[src/hw/rtl/tacs_pkg.sv]
// ----------------------------------------------------------------------------
// tacs_pkg: shared types and constants
// Opcodes, beat layouts and sizes for the tiny accumulator cpu step block.
// ----------------------------------------------------------------------------
package tacs_pkg;

  localparam int REG_COUNT = 8;
  localparam int REG_IDX_W = (REG_COUNT > 1) ? $clog2(REG_COUNT) : 1;
  localparam logic [7:0] REG_COUNT_B = 8'(REG_COUNT);

  localparam int MEM_DEPTH = 256;
  localparam int MEM_AW    = 8;

  localparam int PLEN_W = 17;
  localparam logic [PLEN_W-1:0] PLEN_RESET = 17'h10000;

  localparam int SIGN_BIT = 7;

  localparam logic [7:0] OP_NOP   = 8'd0;
  localparam logic [7:0] OP_HALT  = 8'd1;
  localparam logic [7:0] OP_LOADI = 8'd2;
  localparam logic [7:0] OP_LOAD  = 8'd3;
  localparam logic [7:0] OP_STORE = 8'd4;
  localparam logic [7:0] OP_ADD   = 8'd5;
  localparam logic [7:0] OP_SUB   = 8'd6;
  localparam logic [7:0] OP_JMP   = 8'd7;
  localparam logic [7:0] OP_JZ    = 8'd8;
  localparam logic [7:0] OP_JNZ   = 8'd9;
  localparam logic [7:0] OP_OUT   = 8'd10;

  // input beat, opcode in the lowest bits
  typedef struct packed {
    logic [15:0] jump_target;
    logic [7:0]  operand_byte;
    logic [7:0]  register_select;
    logic [7:0]  opcode;
  } instr_t;

  // result beat, next_pc in the lowest bits
  typedef struct packed {
    logic [1:0]  pad;
    logic        negative_flag;
    logic        carry_flag;
    logic        zero_flag;
    logic [7:0]  port_value;
    logic [7:0]  port_address;
    logic        port_write;
    logic        unknown_opcode;
    logic        halted;
    logic [15:0] next_pc;
  } result_t;

  typedef struct packed {
    logic              en;
    logic [MEM_AW-1:0] addr;
    logic [7:0]        data;
  } mem_wr_t;

  localparam int IN_W  = $bits(instr_t);
  localparam int OUT_W = $bits(result_t);

endpackage

[src/hw/rtl/tacs_data_mem.sv]
// ----------------------------------------------------------------------------
// tacs_data_mem: data memory
// 256-byte memory with per-entry valid bits, two registered read ports
// (operand address and address one) and write-to-read forwarding.
// ----------------------------------------------------------------------------
module tacs_data_mem (
  input  logic                         clk,
  input  logic                         rst,
  input  logic                         rd_en,
  input  logic [tacs_pkg::MEM_AW-1:0]  rd_addr,
  input  tacs_pkg::mem_wr_t            wr,
  output logic [7:0]                   rd_data,
  output logic [7:0]                   one_data
);

  localparam logic [tacs_pkg::MEM_AW-1:0] ONE_ADDR = tacs_pkg::MEM_AW'(1);

  logic [7:0]                    mem [tacs_pkg::MEM_DEPTH];
  logic [tacs_pkg::MEM_DEPTH-1:0] valid;

  logic [7:0] op_raw_q;
  logic [7:0] one_raw_q;
  logic [7:0] fwd_q;
  logic       op_hit_q;
  logic       one_hit_q;
  logic       op_valid_q;
  logic       one_valid_q;

  always_ff @(posedge clk) begin
    if (wr.en) begin
      mem[wr.addr] <= wr.data;
    end
    if (rd_en) begin
      op_raw_q  <= mem[rd_addr];
      one_raw_q <= mem[ONE_ADDR];
    end
  end

  always_ff @(posedge clk) begin
    if (rst) begin
      valid <= '0;
    end else if (wr.en) begin
      valid[wr.addr] <= 1'b1;
    end
  end

  // a write at the read edge is not yet in the array
  always_ff @(posedge clk) begin
    if (rd_en) begin
      fwd_q       <= wr.data;
      op_hit_q    <= wr.en && (wr.addr == rd_addr);
      one_hit_q   <= wr.en && (wr.addr == ONE_ADDR);
      op_valid_q  <= valid[rd_addr];
      one_valid_q <= valid[ONE_ADDR];
    end
  end

  assign rd_data  = op_hit_q  ? fwd_q : (op_valid_q  ? op_raw_q  : 8'h00);
  assign one_data = one_hit_q ? fwd_q : (one_valid_q ? one_raw_q : 8'h00);

endmodule

[src/hw/rtl/tacs_exec.sv]
// ----------------------------------------------------------------------------
// tacs_exec: instruction execute
// Holds pc, register file and flags; executes the staged instruction and
// produces the result beat and the data memory write.
// ----------------------------------------------------------------------------
module tacs_exec (
  input  logic                         clk,
  input  logic                         rst,
  input  logic                         accept,
  input  tacs_pkg::instr_t             s_instr,
  input  logic                         fire,
  input  tacs_pkg::instr_t             instr,
  input  logic [tacs_pkg::PLEN_W-1:0]  program_length,
  input  logic [7:0]                   mem_op_data,
  input  logic [7:0]                   mem_one_data,
  output tacs_pkg::mem_wr_t            mem_wr,
  output tacs_pkg::result_t            result
);

  localparam logic [tacs_pkg::REG_IDX_W-1:0] REG_ONE = tacs_pkg::REG_IDX_W'(1);

  logic [7:0]  regs [tacs_pkg::REG_COUNT];
  logic [15:0] program_counter;
  logic        zero_bit;
  logic        carry_bit;
  logic        negative_bit;

  // register values read ahead at the accept edge
  logic [7:0] rs_data_q;
  logic [7:0] ob_data_q;

  logic [15:0] pc1, pc2, pc3, pc_next;
  logic        ok0, ok1, ok2;
  logic [7:0]  op, a, b, lo, hi;
  logic [7:0]  a_val, b_val, reg_one, load_val;
  logic        a_ok, b_ok;
  logic [8:0]  sum, diff;
  logic        reg_we;
  logic [7:0]  reg_wdata;
  logic        flags_we;
  logic [7:0]  flag_val;
  logic        flag_carry;
  logic        zero_next, carry_next, negative_next;
  logic        halted, unknown, port_write;
  logic [7:0]  port_address, port_value;

  assign reg_one = (tacs_pkg::REG_COUNT > 1) ? regs[REG_ONE] : 8'h00;

  // each fetch checked against the counter as it stands
  always_comb begin
    ok0 = {1'b0, program_counter} < program_length;
    pc1 = ok0 ? program_counter + 16'd1 : program_counter;
    ok1 = {1'b0, pc1} < program_length;
    pc2 = ok1 ? pc1 + 16'd1 : pc1;
    ok2 = {1'b0, pc2} < program_length;
    pc3 = ok2 ? pc2 + 16'd1 : pc2;
    op  = ok0 ? instr.opcode : tacs_pkg::OP_HALT;
    a   = ok1 ? instr.register_select : tacs_pkg::OP_HALT;
    b   = ok2 ? instr.operand_byte : tacs_pkg::OP_HALT;
    lo  = ok1 ? instr.jump_target[7:0] : tacs_pkg::OP_HALT;
    hi  = ok2 ? instr.jump_target[15:8] : tacs_pkg::OP_HALT;
    a_val    = ok1 ? rs_data_q : reg_one;
    b_val    = ok2 ? ob_data_q : reg_one;
    load_val = ok2 ? mem_op_data : mem_one_data;
    a_ok = a < tacs_pkg::REG_COUNT_B;
    b_ok = b < tacs_pkg::REG_COUNT_B;
    sum  = {1'b0, a_val} + {1'b0, b_val};
    diff = {1'b0, a_val} - {1'b0, b_val};
  end

  always_comb begin
    pc_next      = pc3;
    reg_we       = 1'b0;
    reg_wdata    = 8'h00;
    flags_we     = 1'b0;
    flag_val     = 8'h00;
    flag_carry   = 1'b0;
    halted       = 1'b0;
    unknown      = 1'b0;
    port_write   = 1'b0;
    port_address = 8'h00;
    port_value   = 8'h00;
    mem_wr.en    = 1'b0;
    mem_wr.addr  = b;
    mem_wr.data  = a_val;
    case (op)
      tacs_pkg::OP_NOP: begin
        pc_next = pc1;
      end
      tacs_pkg::OP_HALT: begin
        pc_next = pc1;
        halted  = 1'b1;
      end
      tacs_pkg::OP_LOADI: begin
        reg_we    = a_ok;
        reg_wdata = b;
        flags_we  = a_ok;
        flag_val  = b;
      end
      tacs_pkg::OP_LOAD: begin
        reg_we    = a_ok;
        reg_wdata = load_val;
        flags_we  = a_ok;
        flag_val  = load_val;
      end
      tacs_pkg::OP_STORE: begin
        // a stale staged store must not write again once pc has moved
        mem_wr.en = fire && a_ok;
      end
      tacs_pkg::OP_ADD: begin
        reg_we     = a_ok && b_ok;
        reg_wdata  = sum[7:0];
        flags_we   = a_ok && b_ok;
        flag_val   = sum[7:0];
        flag_carry = sum[8];
      end
      tacs_pkg::OP_SUB: begin
        reg_we     = a_ok && b_ok;
        reg_wdata  = diff[7:0];
        flags_we   = a_ok && b_ok;
        flag_val   = diff[7:0];
        flag_carry = diff[8];
      end
      tacs_pkg::OP_JMP: begin
        pc_next = {hi, lo};
      end
      tacs_pkg::OP_JZ: begin
        pc_next = zero_bit ? {hi, lo} : pc3;
      end
      tacs_pkg::OP_JNZ: begin
        pc_next = zero_bit ? pc3 : {hi, lo};
      end
      tacs_pkg::OP_OUT: begin
        port_write   = a_ok;
        port_address = a_ok ? b : 8'h00;
        port_value   = a_ok ? a_val : 8'h00;
      end
      default: begin
        pc_next = pc1;
        halted  = 1'b1;
        unknown = 1'b1;
      end
    endcase
  end

  assign zero_next     = flags_we ? (flag_val == 8'h00) : zero_bit;
  assign negative_next = flags_we ? flag_val[tacs_pkg::SIGN_BIT] : negative_bit;
  assign carry_next    = flags_we ? flag_carry : carry_bit;

  always_comb begin
    result.pad            = 2'b00;
    result.next_pc        = pc_next;
    result.halted         = halted;
    result.unknown_opcode = unknown;
    result.port_write     = port_write;
    result.port_address   = port_address;
    result.port_value     = port_value;
    result.zero_flag      = zero_next;
    result.carry_flag     = carry_next;
    result.negative_flag  = negative_next;
  end

  always_ff @(posedge clk) begin
    if (rst) begin
      program_counter <= 16'h0000;
      zero_bit        <= 1'b0;
      carry_bit       <= 1'b0;
      negative_bit    <= 1'b0;
      for (int i = 0; i < tacs_pkg::REG_COUNT; i++) begin
        regs[i] <= 8'h00;
      end
    end else if (fire) begin
      program_counter <= pc_next;
      zero_bit        <= zero_next;
      carry_bit       <= carry_next;
      negative_bit    <= negative_next;
      if (reg_we) begin
        regs[a[tacs_pkg::REG_IDX_W-1:0]] <= reg_wdata;
      end
    end
  end

  // read ahead for the next beat, bypassing a write at the same edge
  always_ff @(posedge clk) begin
    if (accept) begin
      if (fire && reg_we && (a == s_instr.register_select)) begin
        rs_data_q <= reg_wdata;
      end else begin
        rs_data_q <= regs[s_instr.register_select[tacs_pkg::REG_IDX_W-1:0]];
      end
      if (fire && reg_we && (a == s_instr.operand_byte)) begin
        ob_data_q <= reg_wdata;
      end else begin
        ob_data_q <= regs[s_instr.operand_byte[tacs_pkg::REG_IDX_W-1:0]];
      end
    end
  end

endmodule

[src/hw/rtl/tiny_accumulator_cpu_step.sv]
// ----------------------------------------------------------------------------
// tiny_accumulator_cpu_step: one instruction of a small 8-bit machine per beat
//
// Each s-side beat carries the opcode, the two operand bytes and the jump
// address as fetched at the current program counter. The block keeps pc,
// eight registers, a 256-byte data memory and the zero, carry and negative
// flags, and returns one m-side beat per instruction: the new pc, halt and
// unknown-opcode marks, an optional port write and the flags.
// The cfg channel writes program_length; fetches at or past it read as halt.
// It is always ready; the user must see that it is written only while the
// block is idle, which the block itself does not enforce. An accepted beat
// is staged in the input register, executed from there, and its result is
// registered and shown on m_tvalid. It takes one instruction per cycle while
// m_tready does not stall, set by the execute loop through pc, register file,
// flags and the data memory bypass. A stalled m_tready holds the result; one
// more beat is taken into the input stage, then s_tready drops.
// Reset clears pc, registers, flags, the memory valid bits (memory reads
// as zero until written) and sets program_length to 65536.
// ----------------------------------------------------------------------------
module tiny_accumulator_cpu_step (
  input  logic                         clk,
  input  logic                         rst,
  input  logic                         s_tvalid,
  output logic                         s_tready,
  // opcode[7:0], register_select[15:8], operand_byte[23:16], jump_target[39:24]
  input  logic [tacs_pkg::IN_W-1:0]    s_tdata,
  output logic                         m_tvalid,
  input  logic                         m_tready,
  // next_pc[15:0], halted[16], unknown_opcode[17], port_write[18],
  // port_address[26:19], port_value[34:27], zero_flag[35], carry_flag[36],
  // negative_flag[37], zero fill[39:38]
  output logic [tacs_pkg::OUT_W-1:0]   m_tdata,
  input  logic                         cfg_valid,
  output logic                         cfg_ready,
  input  logic [tacs_pkg::PLEN_W-1:0]  cfg_data
);

  tacs_pkg::instr_t          s_instr;
  tacs_pkg::instr_t          instr_q;
  logic                      in_valid;
  logic                      accept;
  logic                      fire;
  logic [tacs_pkg::PLEN_W-1:0] program_length;
  tacs_pkg::mem_wr_t         mem_wr;
  logic [7:0]                mem_op_data;
  logic [7:0]                mem_one_data;
  tacs_pkg::result_t         result;
  tacs_pkg::result_t         result_q;

  assign s_instr   = tacs_pkg::instr_t'(s_tdata);
  assign fire      = in_valid && (!m_tvalid || m_tready);
  assign s_tready  = !in_valid || fire;
  assign accept    = s_tvalid && s_tready;
  assign cfg_ready = 1'b1;
  assign m_tdata   = result_q;

  always_ff @(posedge clk) begin
    if (rst) begin
      program_length <= tacs_pkg::PLEN_RESET;
    end else if (cfg_valid) begin
      program_length <= cfg_data;
    end
  end

  always_ff @(posedge clk) begin
    if (rst) begin
      in_valid <= 1'b0;
    end else if (accept) begin
      in_valid <= 1'b1;
    end else if (fire) begin
      in_valid <= 1'b0;
    end
  end

  always_ff @(posedge clk) begin
    if (accept) begin
      instr_q <= s_instr;
    end
  end

  tacs_data_mem u_mem (
    .clk      (clk),
    .rst      (rst),
    .rd_en    (accept),
    .rd_addr  (s_instr.operand_byte),
    .wr       (mem_wr),
    .rd_data  (mem_op_data),
    .one_data (mem_one_data)
  );

  tacs_exec u_exec (
    .clk            (clk),
    .rst            (rst),
    .accept         (accept),
    .s_instr        (s_instr),
    .fire           (fire),
    .instr          (instr_q),
    .program_length (program_length),
    .mem_op_data    (mem_op_data),
    .mem_one_data   (mem_one_data),
    .mem_wr         (mem_wr),
    .result         (result)
  );

  always_ff @(posedge clk) begin
    if (rst) begin
      m_tvalid <= 1'b0;
    end else if (fire) begin
      m_tvalid <= 1'b1;
    end else if (m_tready) begin
      m_tvalid <= 1'b0;
    end
  end

  always_ff @(posedge clk) begin
    if (fire) begin
      result_q <= result;
    end
  end

  // an unknown opcode always stops the machine
  a_unknown_halts: assert property (@(posedge clk) disable iff (rst)
    m_tvalid && result_q.unknown_opcode |-> result_q.halted)
    else $error("unknown opcode without halt");

  // port fields are quiet unless a port is written
  a_port_quiet: assert property (@(posedge clk) disable iff (rst)
    m_tvalid && !result_q.port_write |->
      (result_q.port_address == 8'h00) && (result_q.port_value == 8'h00))
    else $error("port fields set without port write");

  // a beat taken into a full input stage must coincide with an execute
  a_no_overrun: assert property (@(posedge clk) disable iff (rst)
    accept && in_valid |-> fire)
    else $error("input stage overrun");

  // a result is only produced from a staged instruction
  a_fire_from_stage: assert property (@(posedge clk) disable iff (rst)
    $rose(m_tvalid) |-> $past(in_valid))
    else $error("result without staged instruction");

endmodule

[config.mk]
export PLATFORM = sky130hd
export DESIGN_NAME = tiny_accumulator_cpu_step
export DESIGN_NICKNAME = d
export VERILOG_FILES = /design/src/hw/rtl/tacs_pkg.sv /design/src/hw/rtl/tacs_data_mem.sv /design/src/hw/rtl/tacs_exec.sv /design/src/hw/rtl/tiny_accumulator_cpu_step.sv
export SDC_FILE = /design/constraint.sdc
export NUM_CORES = 2
export LEC_CHECK = 0
export BUFFER_PORTS_ARGS = -buffer_cell sky130_fd_sc_hd__buf_4
export CAP_MARGIN = 20
export CORE_MARGIN = 3
export CORE_UTILIZATION = 45
export DETAILED_ROUTE_END_ITERATION = 10
export GPL_TIMING_DRIVEN = 0
export PLACE_DENSITY = 0.65
export SLEW_MARGIN = 20
export SYNTH_ARGS = -nofsm -noshare
export SYNTH_HDL_FRONTEND = slang
export SYNTH_SLANG_ARGS = --single-unit
[constraint.sdc]
create_clock -name clk -period 13.1 [get_ports clk]
set_input_delay 2.62 -clock clk [delete_from_list [all_inputs] [get_ports clk]]
set_output_delay 2.62 -clock clk [all_outputs]
set_load 0.02 [all_outputs]
Word level (Yosys, flattened, before mapping) --
Memories as Yosys holds them, arrays and structs flattened. A register that Yosys moved wholly into a read port is not among the register bits. Index checks and enable logic that the tools add are counted.
Word-level totals: memories kept 2, bits in registers 400, bits in writable memories 2112, output and inout port bits 43
Memories:
- u_mem.mem | words 256, width 8, rd ports 2, clocked after Yosys merged registers in 2, wr ports 1, RTL line tacs_data_mem.sv:18 | logic [7:0] mem [tacs_pkg::MEM_DEPTH];
- u_exec.regs | words 8, width 8, rd ports 3, clocked after Yosys merged registers in 0, wr ports 8, RTL line tacs_exec.sv:22 | logic [7:0] regs [tacs_pkg::REG_COUNT];
Cells by class: multiplexer cells 48, eq/ne operators 14, reductions and logical operators 25, magnitude comparators 8, bitwise gates (word level) 1, add/sub/neg operators 5
Operator list (count):
- OR 256 bit | 1
- two-way mux 8 bit | 15
- two-way mux 16 bit | 5
- one-hot mux 16 bit (4 select lines) | 1
- < comparator 16 x 17 -> 1 bit | 3
- adder 16 x 1 -> 16 bit (second input constant) | 3
- == test 8 x 3 -> 1 bit (second input constant) | 4
- one-hot mux 8 bit (4 select lines) | 1
- == test 8 x 4 -> 1 bit (second input constant) | 3
- == test 8 bit | 3
- two-way mux 1 bit | 21
- < comparator 8 x 9 -> 1 bit (second input constant) | 2
- == test 8 x 1 -> 1 bit (second input constant) | 2
- == test 8 x 2 -> 1 bit (second input constant) | 2
- zero test 8 bit | 2
- < comparator 8 x 4 -> 1 bit (second input constant) | 2
- OR reduction 11 bit | 1
- logical AND 1 bit | 10
- OR reduction 10 bit | 1
- adder 8 x 8 -> 9 bit | 1
- subtractor 8 x 8 -> 9 bit | 1
- binary-select mux 1 bit (select 8 bit) | 1
- demux 1 bit (select 8 bit) | 1
- >= comparator 8 x 1 -> 1 bit (second input constant) | 1
- other kinds (9) | 14

Longest topological paths before layout --
word-level depth 15, mapped depth 51, gate-level depth less buffers 43

Modules after synthesis --
A second synthesis with hierarchy kept.
Second synthesis, totals: cells, all modules 6063, area, all modules 102772.3 um^2
Modules (own cells, without submodules):
- tacs_data_mem | area an instance 90332.9 um^2, cells each 4889, times used 1
- tacs_exec | area an instance 9325.2 um^2, cells each 1027, times used 1
- tiny_accumulator_cpu_step | area an instance 3114.2 um^2, cells each 147, times used 1

Worst setup path before layout --
No wires, ideal clock.
path kind register -> register, start point register program_length[14] (netlist name), end point register result_q (netlist bit m_tdata[37]) (data pin), buffers on the path 6, path slack 2790 ps, cell stages (with the launch flop) 35, library setup time 271 ps, period minus slack after synthesis 10310 ps, arrival 10040 ps, required time 12829 ps, cells stage by stage dfxtp_1 > inv_1 > ha_1 > a21o_1 > a21o_1 > a222oi_1 > buf_4 > buf_4 > nand3_1 > nor4_1 > nand3_1 > xor2_1 > inv_1 > ha_1 > and4b_1 > o211ai_1 > o21bai_1 > nand3_1 > o41a_1 > buf_6 > buf_6 > clkbuf_1 > mux2i_1 > inv_1 > ha_1 > a21o_1 > a21oi_1 > o21bai_1 > a21o_1 > a21oi_1 > o21bai_1 > a221o_1 > a22oi_1 > clkbuf_1 > a21oi_1
RTL lines:
- start, declared | RTL line tiny_accumulator_cpu_step.sv:43 | logic [tacs_pkg::PLEN_W-1:0] program_length;
- start signal, assigned | RTL line tiny_accumulator_cpu_step.sv:59 | program_length <= tacs_pkg::PLEN_RESET;
- start signal, assigned | RTL line tiny_accumulator_cpu_step.sv:61 | program_length <= cfg_data;
- end signal, assigned | RTL line tiny_accumulator_cpu_step.sv:117 | result_q <= result;
- end, declared | RTL line tiny_accumulator_cpu_step.sv:48 | tacs_pkg::result_t result_q;

Final worst setup path --
start point register u_exec.program_counter[10], end point memory u_mem.mem[195][7], enable pin
On the way: cells in the longest elaborated chain, start to end 9
Ends and longest elaborated chain:
- start, declared | RTL line tacs_exec.sv:23 | logic [15:0] program_counter;
- start signal, assigned | RTL line tacs_exec.sv:173 | program_counter <= pc_next;
- adder 16 x 1 -> 16 bit / < comparator 16 x 17 -> 1 bit (equally long branches) | RTL line tacs_exec.sv:52, tacs_exec.sv:51
- two-way mux 16 bit | RTL line tacs_exec.sv:52 | pc1 = ok0 ? program_counter + 16'd1 : program_counter;
- < comparator 16 x 17 -> 1 bit | RTL line tacs_exec.sv:53 | ok1 = {1'b0, pc1} < program_length;
- two-way mux 8 bit | RTL line tacs_exec.sv:58 | a = ok1 ? instr.register_select : tacs_pkg::OP_HALT;
- < comparator 8 x 4 -> 1 bit | RTL line tacs_exec.sv:65 | a_ok = a < tacs_pkg::REG_COUNT_B;
- logical AND 1 bit | RTL line tacs_exec.sv:108 | mem_wr.en = fire && a_ok;
- two-way mux 1 bit | RTL line tacs_exec.sv:86 | case (op)
- two-way mux 1 bit | RTL line tacs_data_mem.sv:30 | if (wr.en) begin
- two-way mux 1 bit (not written as such) | RTL line tacs_data_mem.sv:31 | mem[wr.addr] <= wr.data;
- end, declared | RTL line tacs_data_mem.sv:18
Parallel ways exist; a longest one is shown, timed or not.

==> summary.txt <==
Clocking
  • TritonCTS clock tree: built
  • Root Buffer: clkbuf_16
  • Clk Latency, worst-skew pair: 930 ps
  • H-tree depth: 5
  • Buffer depth of the longest clock path: 4
  • Clock transition at the registers of the reported paths: 60 ps
  • Inserted Clock Buffers: 277
  • TritonCTS sink count: 2528

Placed design
  • # port buffers: 100
  • Post-place instance area: 107000 µm²
  • DP HPWL: 202 mm
  • Placed cell count: 8391
  • Placer Congestion: 0.914

Finish
  • Commonest non-fill, non-tap cell in the layout: edfxtp_1
  • Filler cells: 17565
  • Most frequent cells in the layout: 2234 x edfxtp_1, 797 x mux4_2, 526 x nor2_1, 294 x dfxtp_1, 285 x clkbuf_16
  • Net count reported at finish: 5828
  • Util after Layout: 51.9%
  • Layout area overhead: 14.1%
  • Layout cells sized above 1: 25.1%
  • Fin cells: 8886
  • Design area: 116000 µm²

Die
  • Row cnt: 173
  • I/O pins: 105
  • Initial Util: 45.5%
  • Core area: 223000 µm²
  • DIE WIDTH: 481 µm
  • Die Ht: 481 µm
  • Die area: 232000 µm²

Critical path
  • Critical path's top delay family: simple AND/OR/NAND/NOR gates
  • Bufs and invs on worst path: 8
  • CP most frequent cell: nand3_1
  • Critical path destination: u_mem.mem[195][7]$_DFFE_PP_
  • Setup crit start kind: flop
  • Critical Path Stages: 34
  • Crit path DAT: 13010 ps
  • Critical path endpoint category: flop
  • Worst EP required: 13640 ps
  • CP max stage delay: 1040 ps
  • Critical path type: reg -> reg
  • FF-to-FF setup slack: 630 ps
  • Worst Reg-to-Reg Cells: 34
  • Crit Path Max Fanout: 10
  • CP startpoint: u_exec.program_counter[10]$_SDFFE_PP0P_
  • Critical-path top delay cell: nand3_1
  • R2R Path Start: u_exec.program_counter[10]$_SDFFE_PP0P_
  • R2R Path End: u_mem.mem[195][7]$_DFFE_PP_

Yosys
  • Gate Count Post-Synth: 5271
  • Synth Flop Type: edfxtp_1
  • Share of the yosys chip area belonging to registers: 71.8%
  • Post-synth EDFFs: 2234
  • Cell variety after synth: 92
  • Syn avg cell area: 19.3 µm²
  • Warnings, synthesis: 0
  • Post-Syn Area: 102000 µm²
  • Seq cells post-synth: 2528
  • Asr flop ratio synth: 0%

Min path
  • Hold WC Path Type: reg -> reg
  • Hold_sp: u_mem.mem[1][6]$_DFFE_PP_
  • Hold path cells: 0

Global routing
  • Antenna violations before repair: 25
  • Total gr overflow: 0
  • Gr usage total: 25.0%
  • Number of global-route vias before repair: 53948
  • Pin count of the biggest net entering global routing: 124
  • First-pass GRT wire length: 407 mm

STA
  • Endpoints failing setup: 0
  • Setup Skew: 71.3 ps
  • Crit share post-route: 95.2%
  • Slew @ Worst Pin: 1280 ps
  • Max_slew headroom: 14.8%
  • Fin crit period: 12470 ps
  • Final Hold Fails: 0
  • Fmax: 0.0802 GHz
  • RSZ-0062 raised after global routing: false
  • Slew Viols, Final: 0

Route
  • DR vias/cell: 6.25
  • Drt total wl: 291 mm
  • M1 WL: 115 mm
  • WL/cell: 32.8 µm
  • Drt initial violations: 7774
  • Via count: 55513
  • DR DRC count: 0
  • Post-DRT Antenna Nets: 0
  • Met3 WL: 29.1 mm
  • Met2 wire length: 135 mm
  • Max layer used: met5
  • Drt first pass iters: 8

Power
  • Cell Pwr Density: 154 nW/µm²
  • Post-layout power: 17.8 mW
  • Max VDD drop: 0.0854 mV
  • Leak: 37.2 nW

Job
  • Max Cap Viol: 0

Outcome
  • Status: finished, final reports clean
[power breakdown]
part / leakage [nW] / switching (mW) / internal [mW] / total, mW
sequential: 22.7 / 0.0275 / 8.98 / 9.00
combinational: 10.3 / 0.933 / 0.460 / 1.39
clock: 4.18 / 3.08 / 4.36 / 7.44
[routing by layer]
layer / vias up / GRT usage (%)
met4: 2 / 9.04
met3: 561 / 5.41
met5: - / 0
met1: 29467 / 35.4
met2: 3105 / 38.4
li1: 22378 / -
[registers in the layout, indices dropped and copies added (netlist names), 8 cells and up]
register	flops
u_mem.valid	256
m_tdata	38
u_mem.mem	2048
program_length	17
u_exec.program_counter	16
u_mem.fwd_q	8
u_exec.rs_data_q	8
instr_q	40
u_mem.op_raw_q	8
u_exec.ob_data_q	8
u_exec.regs	64
u_mem.one_raw_q	8
[cell type report]
type                            instances  area, µm²  share of cell area (%)
Clock inverter                        102        868                   0.748
Multi-Input combinational cell       2358      27300                    23.5
Inverter                               59        236                   0.204
Clock buffer                          376       7660                    6.61
Antenna cell                           14       35.0                  0.0302
Timing Repair Buffer                  149       1820                    1.57
Tap cell                             2975       3720                    3.21
Sequential cell                      2528      73000                    62.9
Buffer                                325       1380                    1.19
[worst reg2reg max path: cells and delay by family (launching register included)]
kind	cells	cell delay, ps
and+or+nand+nor	15	5600
buffers and inverters	8	2350
DFF	1	570
xor gates and xnor gates	2	580
AOI/OAI and AO/OA	6	2100
adders and majority gates	3	900
[synth_stat cells, types with 23 or more instances]
master    instances  area (µm²)
edfxtp_1       2234       67100
and2_1           23         144
inv_1            57         214
o21ai_0          40         200
nor2_1          528        1980
clkbuf_1        227         852
xnor2_1          26         228
o21a_1          179        1340
ha_1             66         826
mux4_2          797       17900
nor3_1           28         140
nor2b_1          28         175
a21oi_1         143         716
nand3_1          36         180
nand2_1         140         526
dfxtp_1         294        5890
buf_1            74         278
[how the worst min path moves through the flow]
stage,endpoint
CTS,u_mem.one_raw_q[6]$_DFFE_PP_
global route,u_mem.one_raw_q[5]$_DFFE_PP_
global placement,u_mem.valid[174]$_SDFFE_PP0P_
finish,u_mem.one_raw_q[6]$_DFFE_PP_
detailed placement,u_mem.one_raw_q[6]$_DFFE_PP_
floorplan,u_mem.one_raw_q[0]$_DFFE_PP_
[per-stage QoR]
stage	setup WS [ps]	TNS [ps]	hold slack (ps)
after floorplan	2790	0	421
after global routing	148	0	471
after global placement	-3580	-2679900	441
after detailed placement	-581	-7430	439
after CTS	22.5	0	446
final	630	0	450
[cells by family after synthesis]
group                    synth area share [%]
other                                 0.00739
AO/OA/AOI/OAI                            3.59
adder cells (fa/ha/maj)                 0.852
XOR/XNOR                                0.418
flip-flops                               71.8
buffers and inverters                    1.48
AND/OR/NAND/NOR                          3.96
multiplexers                             17.9
[repair_timing]
item / CTS / global route
hold buffers: 0 / 0
gates resized for setup: 2 / 9
pin swaps: 0 / 1
setup endpoints to repair: 33 / 88
setup buffers: 0 / 1
Power figures use the tool's default switching activity.
